File: config.mk
export PLATFORM = sky130hd
export DESIGN_NAME = format_integer_to_text
export DESIGN_NICKNAME = d
export VERILOG_FILES = /design/src/rtl/fmtint_pkg.sv /design/src/rtl/fmtint_ctrl.sv /design/src/rtl/fmtint_dp.sv /design/src/rtl/format_integer_to_text.sv
export SDC_FILE = /design/constraint.sdc
export NUM_CORES = 1
export LEC_CHECK = 0
export ABC_CLOCK_PERIOD_IN_PS = 11810
export BUFFER_PORTS_ARGS = -buffer_cell sky130_fd_sc_hd__buf_2
export CAP_MARGIN = 20
export CORE_ASPECT_RATIO = 1.4
export CORE_MARGIN = 1.5
export CORE_UTILIZATION = 30
export CTS_BUF_LIST = sky130_fd_sc_hd__clkbuf_2
export CTS_CLUSTER_DIAMETER = 50
export DETAILED_ROUTE_END_ITERATION = 10
export PLACE_DENSITY = 0.45
export SLEW_MARGIN = 20
export SYNTH_ARGS = -nofsm -noshare
export SYNTH_HDL_FRONTEND = slang
export SYNTH_SLANG_ARGS = --single-unit
File: constraint.sdc
create_clock -name clk -period 11.81 [get_ports clk]
set_clock_uncertainty 0.2 [all_clocks]
set_input_delay 2.362 -clock clk [delete_from_list [all_inputs] [get_ports clk]]
set_output_delay 2.362 -clock clk [all_outputs]
set_load 0.02 [all_outputs]
File: src/rtl/fmtint_pkg.sv
// Shared types and character codes for the integer-to-text formatter.
`default_nettype none
package fmtint_pkg;

    localparam int unsigned NUM_DIGITS = 22;
    localparam int unsigned DEC_DIGITS = 20;
    localparam int unsigned HEX_DIGITS = 16;
    localparam int unsigned ARG_BITS   = 64;
    localparam int unsigned DIG_IDX_W  = 5;
    localparam logic [5:0]  CONV_LAST  = 6'd63;
    localparam logic [DIG_IDX_W-1:0] FRAC_TOP   = 5'd7;
    localparam logic [DIG_IDX_W-1:0] WHOLE_LOW  = 5'd8;
    localparam logic [DIG_IDX_W-1:0] PTR_TOP    = 5'd15;

    localparam logic [7:0] CH_PERCENT = 8'h25;
    localparam logic [7:0] CH_MINUS   = 8'h2D;
    localparam logic [7:0] CH_POINT   = 8'h2E;
    localparam logic [7:0] CH_ZERO    = 8'h30;
    localparam logic [7:0] CH_UP_A    = 8'h41;
    localparam logic [7:0] CH_UP_T    = 8'h54;
    localparam logic [7:0] CH_UP_X    = 8'h58;
    localparam logic [7:0] CH_LO_A    = 8'h61;
    localparam logic [7:0] CH_LO_C    = 8'h63;
    localparam logic [7:0] CH_LO_D    = 8'h64;
    localparam logic [7:0] CH_LO_I    = 8'h69;
    localparam logic [7:0] CH_LO_L    = 8'h6C;
    localparam logic [7:0] CH_LO_O    = 8'h6F;
    localparam logic [7:0] CH_LO_P    = 8'h70;
    localparam logic [7:0] CH_LO_Q    = 8'h71;
    localparam logic [7:0] CH_LO_U    = 8'h75;
    localparam logic [7:0] CH_LO_V    = 8'h76;
    localparam logic [7:0] CH_LO_X    = 8'h78;
    localparam logic [7:0] CH_LO_Z    = 8'h7A;

    typedef enum logic [1:0] {
        MODE_LIT,
        MODE_PCT,
        MODE_L,
        MODE_LL
    } fmt_mode_t;

    typedef enum logic [3:0] {
        OP_NONE,
        OP_ECHO,
        OP_PCT,
        OP_ARGB,
        OP_DEC,
        OP_AMT,
        OP_OCT,
        OP_HEXL,
        OP_HEXU,
        OP_PTR
    } fmt_op_t;

    typedef enum logic [2:0] {
        S_IDLE,
        S_CONV,
        S_PREP,
        S_BUILD,
        S_EMIT
    } ctrl_state_t;

    typedef enum logic [2:0] {
        G_CHR,
        G_PRE0,
        G_PRE1,
        G_DIG,
        G_DOT,
        G_FRAC,
        G_DONE
    } gen_phase_t;

    typedef struct packed {
        logic    load;
        fmt_op_t op;
        logic    sgn;
        logic    wide;
        logic    dabble;
        logic    prep;
        logic    build;
        logic    emit_adv;
    } dp_cmd_t;

    typedef struct packed {
        logic build_done;
        logic emit_last;
    } dp_status_t;

endpackage
`default_nettype wire

File: src/rtl/fmtint_ctrl.sv
// Controller: format mode tracking, decode, and sequencing of one item.
`default_nettype none
module fmtint_ctrl
    import fmtint_pkg::*;
(
    input  wire logic       clk,
    input  wire logic       rst_n,
    input  wire logic       s_tvalid,
    output logic            s_tready,
    input  wire logic [7:0] fmt_char,
    input  wire logic       cfg_valid,
    output logic            cfg_ready,
    input  wire logic       cfg_data,
    output logic            m_tvalid,
    input  wire logic       m_tready,
    output dp_cmd_t         cmd,
    input  wire dp_status_t status
);

    ctrl_state_t state_reg, state_next;
    fmt_mode_t   mode_reg, mode_next;
    logic [5:0]  cnt_reg, cnt_next;
    logic        wide_cfg_reg;

    function automatic fmt_op_t int_op(input logic [7:0] ch);
        fmt_op_t op;
        begin
            case (ch)
                CH_LO_D, CH_LO_I: op = OP_DEC;
                CH_LO_U:          op = OP_DEC;
                CH_LO_O:          op = OP_OCT;
                CH_LO_X:          op = OP_HEXL;
                CH_UP_X:          op = OP_HEXU;
                default:          op = OP_NONE;
            endcase
            return op;
        end
    endfunction

    assign cfg_ready = 1'b1;

    always_ff @(posedge clk or negedge rst_n)
    begin
        if (!rst_n)
        begin
            state_reg    <= S_IDLE;
            mode_reg     <= MODE_LIT;
            cnt_reg      <= '0;
            wide_cfg_reg <= 1'b1;
        end
        else
        begin
            state_reg <= state_next;
            mode_reg  <= mode_next;
            cnt_reg   <= cnt_next;
            if (cfg_valid)
                wide_cfg_reg <= cfg_data;
        end
    end

    always_comb
    begin
        state_next = state_reg;
        mode_next  = mode_reg;
        cnt_next   = cnt_reg;
        cmd        = '0;
        cmd.op     = OP_NONE;
        s_tready   = 1'b0;
        m_tvalid   = 1'b0;
        case (state_reg)
            S_IDLE:
            begin
                s_tready = 1'b1;
                if (s_tvalid)
                begin
                    mode_next = MODE_LIT;
                    case (mode_reg)
                        MODE_LIT:
                        begin
                            if (fmt_char == CH_PERCENT)
                                mode_next = MODE_PCT;
                            else
                                cmd.op = OP_ECHO;
                        end
                        MODE_PCT:
                        begin
                            case (fmt_char)
                                CH_PERCENT: cmd.op = OP_PCT;
                                CH_LO_C:    cmd.op = OP_ARGB;
                                CH_LO_P:
                                begin
                                    cmd.op   = OP_PTR;
                                    cmd.wide = 1'b1;
                                end
                                CH_UP_T:
                                begin
                                    cmd.op   = OP_DEC;
                                    cmd.sgn  = 1'b1;
                                    cmd.wide = 1'b1;
                                end
                                CH_LO_V:
                                begin
                                    cmd.op   = OP_AMT;
                                    cmd.sgn  = 1'b1;
                                    cmd.wide = 1'b1;
                                end
                                CH_LO_L:          mode_next = MODE_L;
                                CH_LO_Q, CH_LO_Z: mode_next = MODE_LL;
                                default:
                                begin
                                    cmd.op  = int_op(fmt_char);
                                    cmd.sgn = (fmt_char == CH_LO_D) || (fmt_char == CH_LO_I);
                                end
                            endcase
                        end
                        MODE_L:
                        begin
                            if (fmt_char == CH_LO_L)
                                mode_next = MODE_LL;
                            else
                            begin
                                cmd.op   = int_op(fmt_char);
                                cmd.sgn  = (fmt_char == CH_LO_D) || (fmt_char == CH_LO_I);
                                cmd.wide = wide_cfg_reg;
                            end
                        end
                        default:
                        begin
                            cmd.op   = int_op(fmt_char);
                            cmd.sgn  = (fmt_char == CH_LO_D) || (fmt_char == CH_LO_I);
                            cmd.wide = 1'b1;
                        end
                    endcase
                    if (cmd.op != OP_NONE)
                    begin
                        cmd.load = 1'b1;
                        cnt_next = '0;
                        if ((cmd.op == OP_DEC) || (cmd.op == OP_AMT))
                            state_next = S_CONV;
                        else
                            state_next = S_PREP;
                    end
                end
            end
            S_CONV:
            begin
                cmd.dabble = 1'b1;
                cnt_next   = cnt_reg + 6'd1;
                if (cnt_reg == CONV_LAST)
                    state_next = S_PREP;
            end
            S_PREP:
            begin
                cmd.prep   = 1'b1;
                state_next = S_BUILD;
            end
            S_BUILD:
            begin
                cmd.build = 1'b1;
                if (status.build_done)
                    state_next = S_EMIT;
            end
            S_EMIT:
            begin
                m_tvalid     = 1'b1;
                cmd.emit_adv = m_tready;
                if (m_tready && status.emit_last)
                    state_next = S_IDLE;
            end
            default: state_next = S_IDLE;
        endcase
    end

endmodule
`default_nettype wire

File: src/rtl/fmtint_dp.sv
// Datapath: sign handling, binary-to-BCD shifter, text builder and character store.
`default_nettype none
module fmtint_dp
    import fmtint_pkg::*;
#(
    parameter int unsigned MAX_CHARS = 22
)
(
    input  wire logic        clk,
    input  wire logic        rst_n,
    input  wire logic [7:0]  fmt_char,
    input  wire logic [63:0] arg_value,
    input  wire dp_cmd_t     cmd,
    output dp_status_t       status,
    output logic [7:0]       out_char
);

    localparam int unsigned IW = $clog2(MAX_CHARS);
    localparam int unsigned CW = $clog2(MAX_CHARS + 1);

    fmt_op_t        op_reg;
    logic           neg_reg;
    logic [7:0]     char_reg;
    logic [63:0]    val_reg;
    logic [79:0]    bcd_reg;
    logic           frac_nz_reg;
    gen_phase_t     gph_reg, gph_next;
    logic [DIG_IDX_W-1:0] idx_reg, idx_next;
    logic [CW-1:0]  wr_reg, rd_reg;
    logic [7:0]     out_char_reg;
    logic [7:0]     digit_store [MAX_CHARS];

    logic [63:0]    v_sel, v_mag;
    logic [79:0]    bcd_adj;
    logic [65:0]    val_ext;
    logic [3:0]     dig [NUM_DIGITS];
    logic [DIG_IDX_W-1:0] hnz, top, stop;
    logic [3:0]     dsel;
    logic [7:0]     dchar, wch;
    logic           we;
    logic [CW-1:0]  rd_sel;

    // Sign-extend or zero-extend the argument, then take its magnitude.
    always_comb
    begin
        v_sel = cmd.wide ? arg_value : {32'd0, arg_value[31:0]};
        if (cmd.sgn && !cmd.wide && arg_value[31])
            v_sel[63:32] = '1;
        v_mag = (cmd.sgn && v_sel[63]) ? (~v_sel + 64'd1) : v_sel;
    end

    always_comb
    begin
        for (int i = 0; i < DEC_DIGITS; i++)
        begin
            if (bcd_reg[4*i +: 4] >= 4'd5)
                bcd_adj[4*i +: 4] = bcd_reg[4*i +: 4] + 4'd3;
            else
                bcd_adj[4*i +: 4] = bcd_reg[4*i +: 4];
        end
    end

    // Digit vector, least significant first, in the radix of the operation.
    assign val_ext = {2'b00, val_reg};
    always_comb
    begin
        for (int i = 0; i < NUM_DIGITS; i++)
        begin
            case (op_reg)
                OP_DEC, OP_AMT:
                    dig[i] = (i < DEC_DIGITS) ? bcd_reg[4*(i % DEC_DIGITS) +: 4] : 4'd0;
                OP_HEXL, OP_HEXU, OP_PTR:
                    dig[i] = (i < HEX_DIGITS) ? val_reg[4*(i % HEX_DIGITS) +: 4] : 4'd0;
                OP_OCT:
                    dig[i] = {1'b0, val_ext[3*i +: 3]};
                default:
                    dig[i] = 4'd0;
            endcase
        end
    end

    always_comb
    begin
        hnz = '0;
        for (int i = 0; i < NUM_DIGITS; i++)
        begin
            if (dig[i] != 4'd0)
                hnz = DIG_IDX_W'(i);
        end
        if (op_reg == OP_PTR)
            top = PTR_TOP;
        else if ((op_reg == OP_AMT) && (hnz < WHOLE_LOW))
            top = WHOLE_LOW;
        else
            top = hnz;
        stop = (op_reg == OP_AMT) ? WHOLE_LOW : '0;
    end

    always_comb
    begin
        dsel = dig[idx_reg];
        if (dsel < 4'd10)
            dchar = CH_ZERO + {4'd0, dsel};
        else if (op_reg == OP_HEXU)
            dchar = CH_UP_A + {4'd0, dsel} - 8'd10;
        else
            dchar = CH_LO_A + {4'd0, dsel} - 8'd10;
    end

    // Text builder: one step per cycle, at most one character written.
    always_comb
    begin
        gph_next = gph_reg;
        idx_next = idx_reg;
        we       = 1'b0;
        wch      = dchar;
        if (cmd.build)
        begin
            case (gph_reg)
                G_CHR:
                begin
                    we       = 1'b1;
                    wch      = char_reg;
                    gph_next = G_DONE;
                end
                G_PRE0:
                begin
                    we       = neg_reg || (op_reg == OP_PTR);
                    wch      = (op_reg == OP_PTR) ? CH_ZERO : CH_MINUS;
                    gph_next = G_PRE1;
                end
                G_PRE1:
                begin
                    we       = (op_reg == OP_PTR);
                    wch      = CH_LO_X;
                    gph_next = G_DIG;
                end
                G_DIG:
                begin
                    we = 1'b1;
                    if (idx_reg == stop)
                        gph_next = ((op_reg == OP_AMT) && frac_nz_reg) ? G_DOT : G_DONE;
                    else
                        idx_next = idx_reg - 5'd1;
                end
                G_DOT:
                begin
                    we       = 1'b1;
                    wch      = CH_POINT;
                    idx_next = FRAC_TOP;
                    gph_next = G_FRAC;
                end
                G_FRAC:
                begin
                    we = 1'b1;
                    if (idx_reg == '0)
                        gph_next = G_DONE;
                    else
                        idx_next = idx_reg - 5'd1;
                end
                default: gph_next = G_DONE;
            endcase
        end
        else if (cmd.prep)
        begin
            idx_next = top;
            if ((op_reg == OP_ECHO) || (op_reg == OP_PCT) || (op_reg == OP_ARGB))
                gph_next = G_CHR;
            else
                gph_next = G_PRE0;
        end
    end

    // Prefetch the next character so the output always comes from a register.
    assign rd_sel = cmd.emit_adv ? (rd_reg + CW'(1)) : rd_reg;

    always_ff @(posedge clk or negedge rst_n)
    begin
        if (!rst_n)
        begin
            gph_reg <= G_DONE;
            idx_reg <= '0;
            wr_reg  <= '0;
            rd_reg  <= '0;
        end
        else
        begin
            gph_reg <= gph_next;
            idx_reg <= idx_next;
            if (cmd.prep)
            begin
                wr_reg <= '0;
                rd_reg <= '0;
            end
            else
            begin
                if (we)
                    wr_reg <= wr_reg + CW'(1);
                if (cmd.emit_adv)
                    rd_reg <= rd_reg + CW'(1);
            end
        end
    end

    always_ff @(posedge clk)
    begin
        if (cmd.load)
        begin
            op_reg  <= cmd.op;
            neg_reg <= cmd.sgn && v_sel[63];
            val_reg <= v_mag;
            bcd_reg <= '0;
            case (cmd.op)
                OP_PCT:  char_reg <= CH_PERCENT;
                OP_ARGB: char_reg <= arg_value[7:0];
                default: char_reg <= fmt_char;
            endcase
        end
        else if (cmd.dabble)
        begin
            bcd_reg <= {bcd_adj[78:0], val_reg[63]};
            val_reg <= {val_reg[62:0], 1'b0};
        end
        if (cmd.prep)
            frac_nz_reg <= (bcd_reg[31:0] != 32'd0);
        if (we)
            digit_store[wr_reg[IW-1:0]] <= wch;
        if (rd_sel < CW'(MAX_CHARS))
            out_char_reg <= digit_store[rd_sel[IW-1:0]];
    end

    assign out_char          = out_char_reg;
    assign status.emit_last  = ((rd_reg + CW'(1)) == wr_reg);
    assign status.build_done = (gph_reg == G_DONE);

endmodule
`default_nettype wire

File: src/rtl/format_integer_to_text.sv
// Top level of the integer-to-text formatter.
//
//  channel   dir  handshake                    payload
//  s_*       in   s_tvalid / s_tready          s_tdata[7:0] fmt_char, [71:8] arg_value
//  m_*       out  m_tvalid / m_tready          m_tdata[7:0] out_char, m_tlast last
//  cfg_*     in   cfg_valid / cfg_ready        cfg_data long_is_wide
//
// One item at a time. Setup, then the BCD shifter for decimal conversions, then prep
// and the builder, then the characters (up to 22) go out one by one as the sink takes them.
// Items that make no text are taken in the idle state.
// Reset returns to literal mode with long_is_wide = 1; cfg_ready is always high.
`default_nettype none
module format_integer_to_text
    import fmtint_pkg::*;
#(
    parameter int unsigned MAX_CHARS = 22
)
(
    input  wire logic        clk,
    input  wire logic        rst_n,
    input  wire logic        s_tvalid,
    output logic             s_tready,
    input  wire logic [71:0] s_tdata,   // fmt_char, arg_value
    output logic             m_tvalid,
    input  wire logic        m_tready,
    output logic [7:0]       m_tdata,   // out_char
    output logic             m_tlast,
    input  wire logic        cfg_valid,
    output logic             cfg_ready,
    input  wire logic        cfg_data
);

    dp_cmd_t    cmd;
    dp_status_t status;

    fmtint_ctrl u_ctrl (
        .clk       (clk),
        .rst_n     (rst_n),
        .s_tvalid  (s_tvalid),
        .s_tready  (s_tready),
        .fmt_char  (s_tdata[7:0]),
        .cfg_valid (cfg_valid),
        .cfg_ready (cfg_ready),
        .cfg_data  (cfg_data),
        .m_tvalid  (m_tvalid),
        .m_tready  (m_tready),
        .cmd       (cmd),
        .status    (status)
    );

    fmtint_dp #(
        .MAX_CHARS (MAX_CHARS)
    ) u_dp (
        .clk       (clk),
        .rst_n     (rst_n),
        .fmt_char  (s_tdata[7:0]),
        .arg_value (s_tdata[71:8]),
        .cmd       (cmd),
        .status    (status),
        .out_char  (m_tdata)
    );

    assign m_tlast = status.emit_last;

`ifndef SYNTHESIS
    a_no_overlap: assert property (@(posedge clk) disable iff (!rst_n)
        !(s_tready && m_tvalid))
        else $error("input taken while text pending");

    a_ready_after_last: assert property (@(posedge clk) disable iff (!rst_n)
        (m_tvalid && m_tready && m_tlast) |=> s_tready)
        else $error("not ready after final character");

    a_build_ends: assert property (@(posedge clk) disable iff (!rst_n)
        m_tvalid |-> status.build_done)
        else $error("emitting before text complete");
`endif

endmodule
`default_nettype wire

Yosys cells after proc, flatten, opt, wreduce, memory -nomap -nowiden
Memory sizes are Yosys's and may differ from the RTL's. A register that Yosys moved wholly into a read port is not among the register bits.
Index checks and enable logic that the tools add are counted.
{"block": "classes", "n_reduce_logical": 57, "add_sub_neg": 30, "n_lt_le_gt_ge": 24, "n_bitwise": 2, "n_eq_ne": 52, "n_mux": 133}
{"operator": "64-bit two-way mux", "n": 4}
{"operator": "4-bit case mux with 3 select lines", "n": 17}
{"operator": "4-bit two-way mux", "n": 32}
{"operator": "8-bit by 7-bit equality test with 1-bit output, second input constant", "n": 13}
{"operator": "4-bit nonzero test", "n": 22}
{"operator": "5-bit two-way mux", "n": 17}
{"operator": "4-bit by 3-bit >= comparator with 1-bit output, second input constant", "n": 20}
{"operator": "4-bit by 2-bit adder with 4-bit output, second input constant", "n": 19}
{"operator": "64-bit by 1-bit adder with 64-bit output, second input constant", "n": 1}
{"operator": "64-bit NOT", "n": 1}
{"operator": "3-bit two-way mux", "n": 15}
{"operator": "32-bit two-way mux", "n": 1}
{"operator": "4-bit case mux with 2 select lines", "n": 4}
{"operator": "8-bit case mux with 4 select lines", "n": 1}
{"operator": "32-bit nonzero test", "n": 1}
{"operator": "3-bit case mux with 5 select lines", "n": 2}
{"operator": "4-bit by 3-bit equality test with 1-bit output, second input constant", "n": 6}
{"operator": "8-bit two-way mux", "n": 3}
{"operator": "4-bit case mux with 6 select lines", "n": 1}
{"operator": "4-bit binary-select mux with 5-bit select", "n": 1}
{"operator": "6-bit two-way mux", "n": 3}
{"operator": "7-bit by 4-bit adder with 8-bit output, first input constant", "n": 2}
{"operator": "4-bit by 2-bit equality test with 1-bit output, second input constant", "n": 4}
{"operator": "1-bit two-way mux", "n": 16}
{"operator": "51 further kinds", "n": 92}
{"block": "word_totals", "out_inout_bits": 12, "ramBits": 176, "n_memories": 1, "inputBits": 78, "elab_cells": 313, "regBits": 188}
{"name": "u_dp.digit_store", "words": 22, "width": 8, "rd": 1, "rd_clocked_by_memory_dff": 1, "wr": 1, "line": "fmtint_dp.sv:31", "rtl": "logic [7:0] digit_store [MAX_CHARS];"}

Depth between registers and ports, before layout
{"block": "logic_depth", "depth_word": 31, "ltp_mapped": 15}

Modules after synthesis
Synthesis repeated with hierarchy kept, for this count alone.
{"block": "unflattened", "hier_cells": 2368, "area_unflattened_um2": 22540.4}
{"mod": "fmtint_dp", "cells_each": 2211, "instances": 1, "seq_area_each_um2": 9922.0, "area_each_um2": 21294.2}
{"mod": "fmtint_ctrl", "cells_each": 157, "instances": 1, "seq_area_each_um2": 301.5, "area_each_um2": 1246.2}

Least setup slack after synthesis
No wires, ideal clock.
{"block": "synth_timing", "path_kind": "input to register", "start": "input port s_tdata[3]", "end": "register u_dp.val_reg[0], enable pin", "setup_time_ps": 418, "slack_ps": 5861, "path_buffers": 1, "stages": 11, "arrival_ps": 5330, "cell_sequence": "clkbuf_1 -> or3_1 -> or3_1 -> nand4_1 -> a21oi_1 -> a211o_1 -> nand4_1 -> nand2_2 -> clkinv_1 -> nor2_1 -> inv_1"}
{"block": "synth_via", "elab_chain_len": 12}
{"element": "from (decl)", "line": "format_integer_to_text.sv:23", "rtl": "input wire logic [71:0] s_tdata,"}
{"element": "8-bit by 7-bit equality test with 1-bit output", "line": "fmtint_ctrl.sv:28", "rtl": "case (ch)"}
{"element": "3-bit OR reduction (no line)"}
{"element": "4-bit case mux with 4 select lines", "line": "fmtint_ctrl.sv:28"}
{"element": "4-bit case mux with 6 select lines or 6-bit two-way mux (tied branches)", "line": "fmtint_ctrl.sv:87, fmtint_ctrl.sv:118"}
{"element": "4-bit case mux with 3 select lines *", "line": "fmtint_ctrl.sv:77", "rtl": "case (mode_reg)"}
{"element": "4-bit two-way mux *", "line": "fmtint_ctrl.sv:74", "rtl": "if (s_tvalid)"}
{"element": "4-bit two-way mux *", "line": "fmtint_ctrl.sv:70", "rtl": "case (state_reg)"}
{"element": "4-bit nonzero test *", "line": "fmtint_ctrl.sv:134", "rtl": "if (cmd.op != OP_NONE)"}
{"element": "1-bit two-way mux *", "line": "fmtint_ctrl.sv:134"}
{"element": "7-bit two-way mux *", "line": "fmtint_ctrl.sv:74"}
{"element": "7-bit two-way mux *", "line": "fmtint_ctrl.sv:70"}
{"element": "2-bit nonzero test (no line) *"}
{"element": "to (signal assigned)", "line": "fmtint_dp.sv:211", "rtl": "val_reg <= v_mag;"}
{"element": "to (signal assigned)", "line": "fmtint_dp.sv:222", "rtl": "val_reg <= {val_reg[62:0], 1'b0};"}
{"element": "to (decl)", "line": "fmtint_dp.sv:24", "rtl": "logic [63:0] val_reg;"}
Every way passes the cells marked *; elsewhere a longest branch is shown, timed or not. The select of a mux whose other input is x is not followed.
A chain may end at the register's enable or synchronous reset.

Final worst setup path
{"block": "layout_timing", "start": "register u_dp.rd_reg[0]", "end": "output port m_tlast"}
{"block": "layout_via", "elab_chain_len": 2}
{"element": "from (decl)", "line": "fmtint_dp.sv:29", "rtl": "logic [CW-1:0] wr_reg, rd_reg;"}
{"element": "from (signal assigned)", "line": "fmtint_dp.sv:200", "rtl": "rd_reg <= rd_reg + CW'(1);"}
{"element": "5-bit by 1-bit adder with 5-bit output", "line": "fmtint_dp.sv:233", "rtl": "assign status.emit_last = ((rd_reg + CW'(1)) == wr_reg);"}
{"element": "5-bit equality test", "line": "fmtint_dp.sv:233"}
{"element": "to (decl)", "line": "format_integer_to_text.sv:27", "rtl": "output logic m_tlast,"}
Every way passes these cells.

==> impl_metrics.csv <==
group,metric,value,unit
cts,post_cts_resize_count,0,
routing,vias,18240,
cts,cts_buffers,97,
yosys,synth-async-reset-ratio,8.065,%
cts,clk_pin_slew,0.09,ns
hold_path,hold_class,"register to register",
sta,tightestPinTransition,1.062,ns
place,gp_congestion,0.9383,
yosys,syn_area,21850,µm²
cts,holdBufCountCts,0,
critical_path,critPathBufInv,1,
yosys,ys_dominant_reg_cell,"edfxtp_1",
power,ir_drop,117.2,µV
critical_path,cp_max_fo,5,
floorplan,io_pins,90,
yosys,synth_top_area_share,36.00,%
routing,routed_wl,79.58,mm
cts,cts_tree,"done",
yosys,syn_area_per_cell,9.731,µm²
floorplan,die_area,74500,µm²
grt,grt-busiest-layer,"met2",
grt,gr-total-overflow,0,
finish,fin_nets,2452,
sta,max_freq,165.3,MHz
yosys,synth_nets,2382,
sta,rsz0062_at_grt,"no",
critical_path,endpoint_kind,"output port",
critical_path,start_kind,"register",
yosys,synth_area_leaders,"edfxtp_1 (36%), dfxtp_1 (7.3%), a21oi_1 (6.0%)",
power,p_per_area,214.9,nW/µm²
critical_path,required,9.25,ns
place,portBuffers,88,
place,dp.cells,3160,
finish,area_growth,9.996,%
sta,layout_min_cycle_time,6.049,ns
yosys,yosysSeqAreaShare,46.78,%
sta,setup-violations-final,0,
routing,drt_iter0_drc,1259,
critical_path,slowest_delay,0.84,ns
cts,cts_buffer_depth,3,
grt,track_usage,21.30,%
yosys,synth-seq-cells,372,
finish,fin_cells,3336,
routing,vias_per_cell,5.467,
yosys,syn_inst,2246,
routing,wl_per_cell,23.86,µm
grt,use_met3,3.182,%
critical_path,arrival,3.49,ns
floorplan,initial_core_util,30.42,%
grt,grt_max_degree,104,
finish,largest_reg_flops,176,
cts,ctsRootBufferMaster,"clkbuf_2",
grt,grt_use_met1,22.10,%
finish,n_fill_cell,7498,
grt,grt_util_met2,39.21,%
yosys,yosysMostFrequentCell,"nor2_1",
routing,ant_nets,0,
flow_run,timing.max_cap.violations,0,
cts,htreeDepth,3,
critical_path,crit_type,"register to output port",
sta,hold_violations,0,
yosys,synth_edf_count,262,
floorplan,coreArea,71840,µm²
floorplan,die_x,231.1,µm
grt,grt_pass1_wl,117.6,mm
power,power.leakage,8.577,nW
critical_path,path_cells,"ha_1 -> xor2_1 -> nor3b_1 -> a31oi_1 -> nor4_1 -> buf_2",
yosys,synth_cell_type_count,93,
sta,maxSlewViolCount,0,
finish,multi_input_area,10860,µm²
sta,tns,0,ns
place,post-dp-hpwl,57.55,mm
cts,clock_latency,1.13,ns
critical_path,slowest_stage,"nor4_1",
sta,timing.final.crit_share,51.22,%
floorplan,rows,116,
cts,postCtsSetupBuffers,0,
yosys,yosys_warnings,0,
routing,drcViolationCount,0,
cts,clock-sinks,372,
critical_path,path_delay_family,"simple AND/OR/NAND/NOR gates",
sta,slew_headroom,28.79,%
yosys,ys_top_cells_by_count,"nor2_1 (290), edfxtp_1 (262), a21oi_1 (260)",
floorplan,die_y,322.4,µm
finish,layout-drive-gt1-share,15.19,%
finish,seq_area,10220,µm²
grt,antenna_found_initial,2,
run_status,status,"completed",
yosys,synth_area_leader_cell,"edfxtp_1",
grt,grt_pass1_vias,18400,
routing,drt_first_pass_iters,6,
==> power by group <==
| group | internal, W | switching, W | leakage, nW | total [W] |
|---|---|---|---|---|
| Combinational | 0.000657 | 0.00126 | 4.46 | 0.00192 |
| Clock | 0.000342 | 0.000558 | 0.677 | 0.000900 |
| Sequential | 0.00191 | 0.000442 | 3.44 | 0.00235 |
| Total | 0.00291 | 0.00226 | 8.58 | 0.00517 |
==> layout make-up <==
| type | instances | area share (%) |
|---|---|---|
| flip-flops and latches | 372 | 42.53 |
| inverters | 67 | 1.067 |
| clock inverters | 22 | 0.4528 |
| diodes | 2 | 0.02082 |
| well taps | 944 | 4.913 |
| multi-input cells | 1664 | 45.18 |
| repair buffers | 114 | 2.696 |
| clock buffers | 151 | 3.144 |
==> cells by family after synthesis <==
kind of cell             synth area share, %
AND/OR/NAND/NOR                        16.95
AO/OA/AOI/OAI                          18.76
multiplexers                           5.891
buffers and inverters                  4.030
other                                0.01716
adder cells (fa/ha/maj)                3.366
XOR/XNOR                               4.208
flip-flops                             46.78
==> per-layer routing <==
metal,vias to the layer above,part of all wire [%],routed length [µm]
met1,8955,37,29120
met4,0,7.1,5661
met2,541,52,41610
li1,8526,-,-
met3,215,4.0,3195
met5,-,0,0
==> through the flow <==
stage / power [W] / area [µm²] / hold WS, ns / utilization [%] / setup slack (ns)
after floorplan: 0.003470 / 21850 / 0.2722 / - / 5.861
after global placement: 0.004245 / 23120 / 0.3062 / 32.18 / 5.225
after detailed placement: 0.004295 / 23130 / 0.3160 / 32.20 / 5.069
after CTS: 0.005218 / 24000 / 0.3332 / 33.40 / 5.666
after global routing: 0.005527 / 24040 / 0.3587 / 33.46 / 5.560
final: 0.005166 / 24040 / 0.3323 / 33.46 / 5.761
==> worst register-to-register path, delay by kind of cell, from the launching register on <==
| kind | cells | cell delay (ns) |
|---|---|---|
| compound gates | 8 | 2.87 |
| buf+inv | 3 | 1.53 |
| flops | 1 | 0.34 |
==> path summary, 6_finish.rpt <==
| kind | start | endpoint | cells after the start | slack (ns) |
|---|---|---|---|---|
| setup / recovery | u_dp.rd_reg[0]$_DFF_PN0_ | m_tlast | 6 | 5.76 |
| hold / removal | u_dp.bcd_reg[76]$_SDFFE_PP0P_ | u_dp.bcd_reg[76]$_SDFFE_PP0P_ | 2 | 0.33 |
| setup reg to reg | u_dp.op_reg[1]$_DFFE_PP_ | u_dp.digit_store[19][4]$_DFFE_PP_ | 11 | 6.40 |
| hold reg to reg | u_dp.bcd_reg[76]$_SDFFE_PP0P_ | u_dp.bcd_reg[76]$_SDFFE_PP0P_ | 2 | 0.33 |
| max in group asynchronous | rst_n | u_dp.gph_reg[0]$_DFFE_PN0P_ | 1 | 9.57 |
| min in group asynchronous | rst_n | u_ctrl.mode_reg[1]$_DFFE_PN0P_ | 1 | 1.17 |
==> layout by cell type, fill, tap and decap left out, drive strengths merged, types with 9 or more instances in the layout <==
cell / instances
a21o: 9
a21oi: 260
a221oi: 10
a22o: 13
a22oi: 20
a31oi: 25
and2: 10
and3b: 9
buf: 114
clkbuf: 151
clkinv: 18
dfrtp: 27
dfxtp: 80
edfxtp: 262
ha: 58
inv: 70
mux2i: 15
mux4: 49
nand2: 192
nand2b: 44
nand3: 54
nand3b: 11
nand4: 14
nor2: 291
nor2b: 18
nor3: 33
nor3b: 14
nor4: 13
o211ai: 14
o21ai: 140
o22ai: 24
o2bb2ai: 18
o31ai: 17
o32ai: 17
or3: 15
or4: 12
xnor2: 62
xor2: 43
No activity file was read; power rests on OpenSTA's default activity.
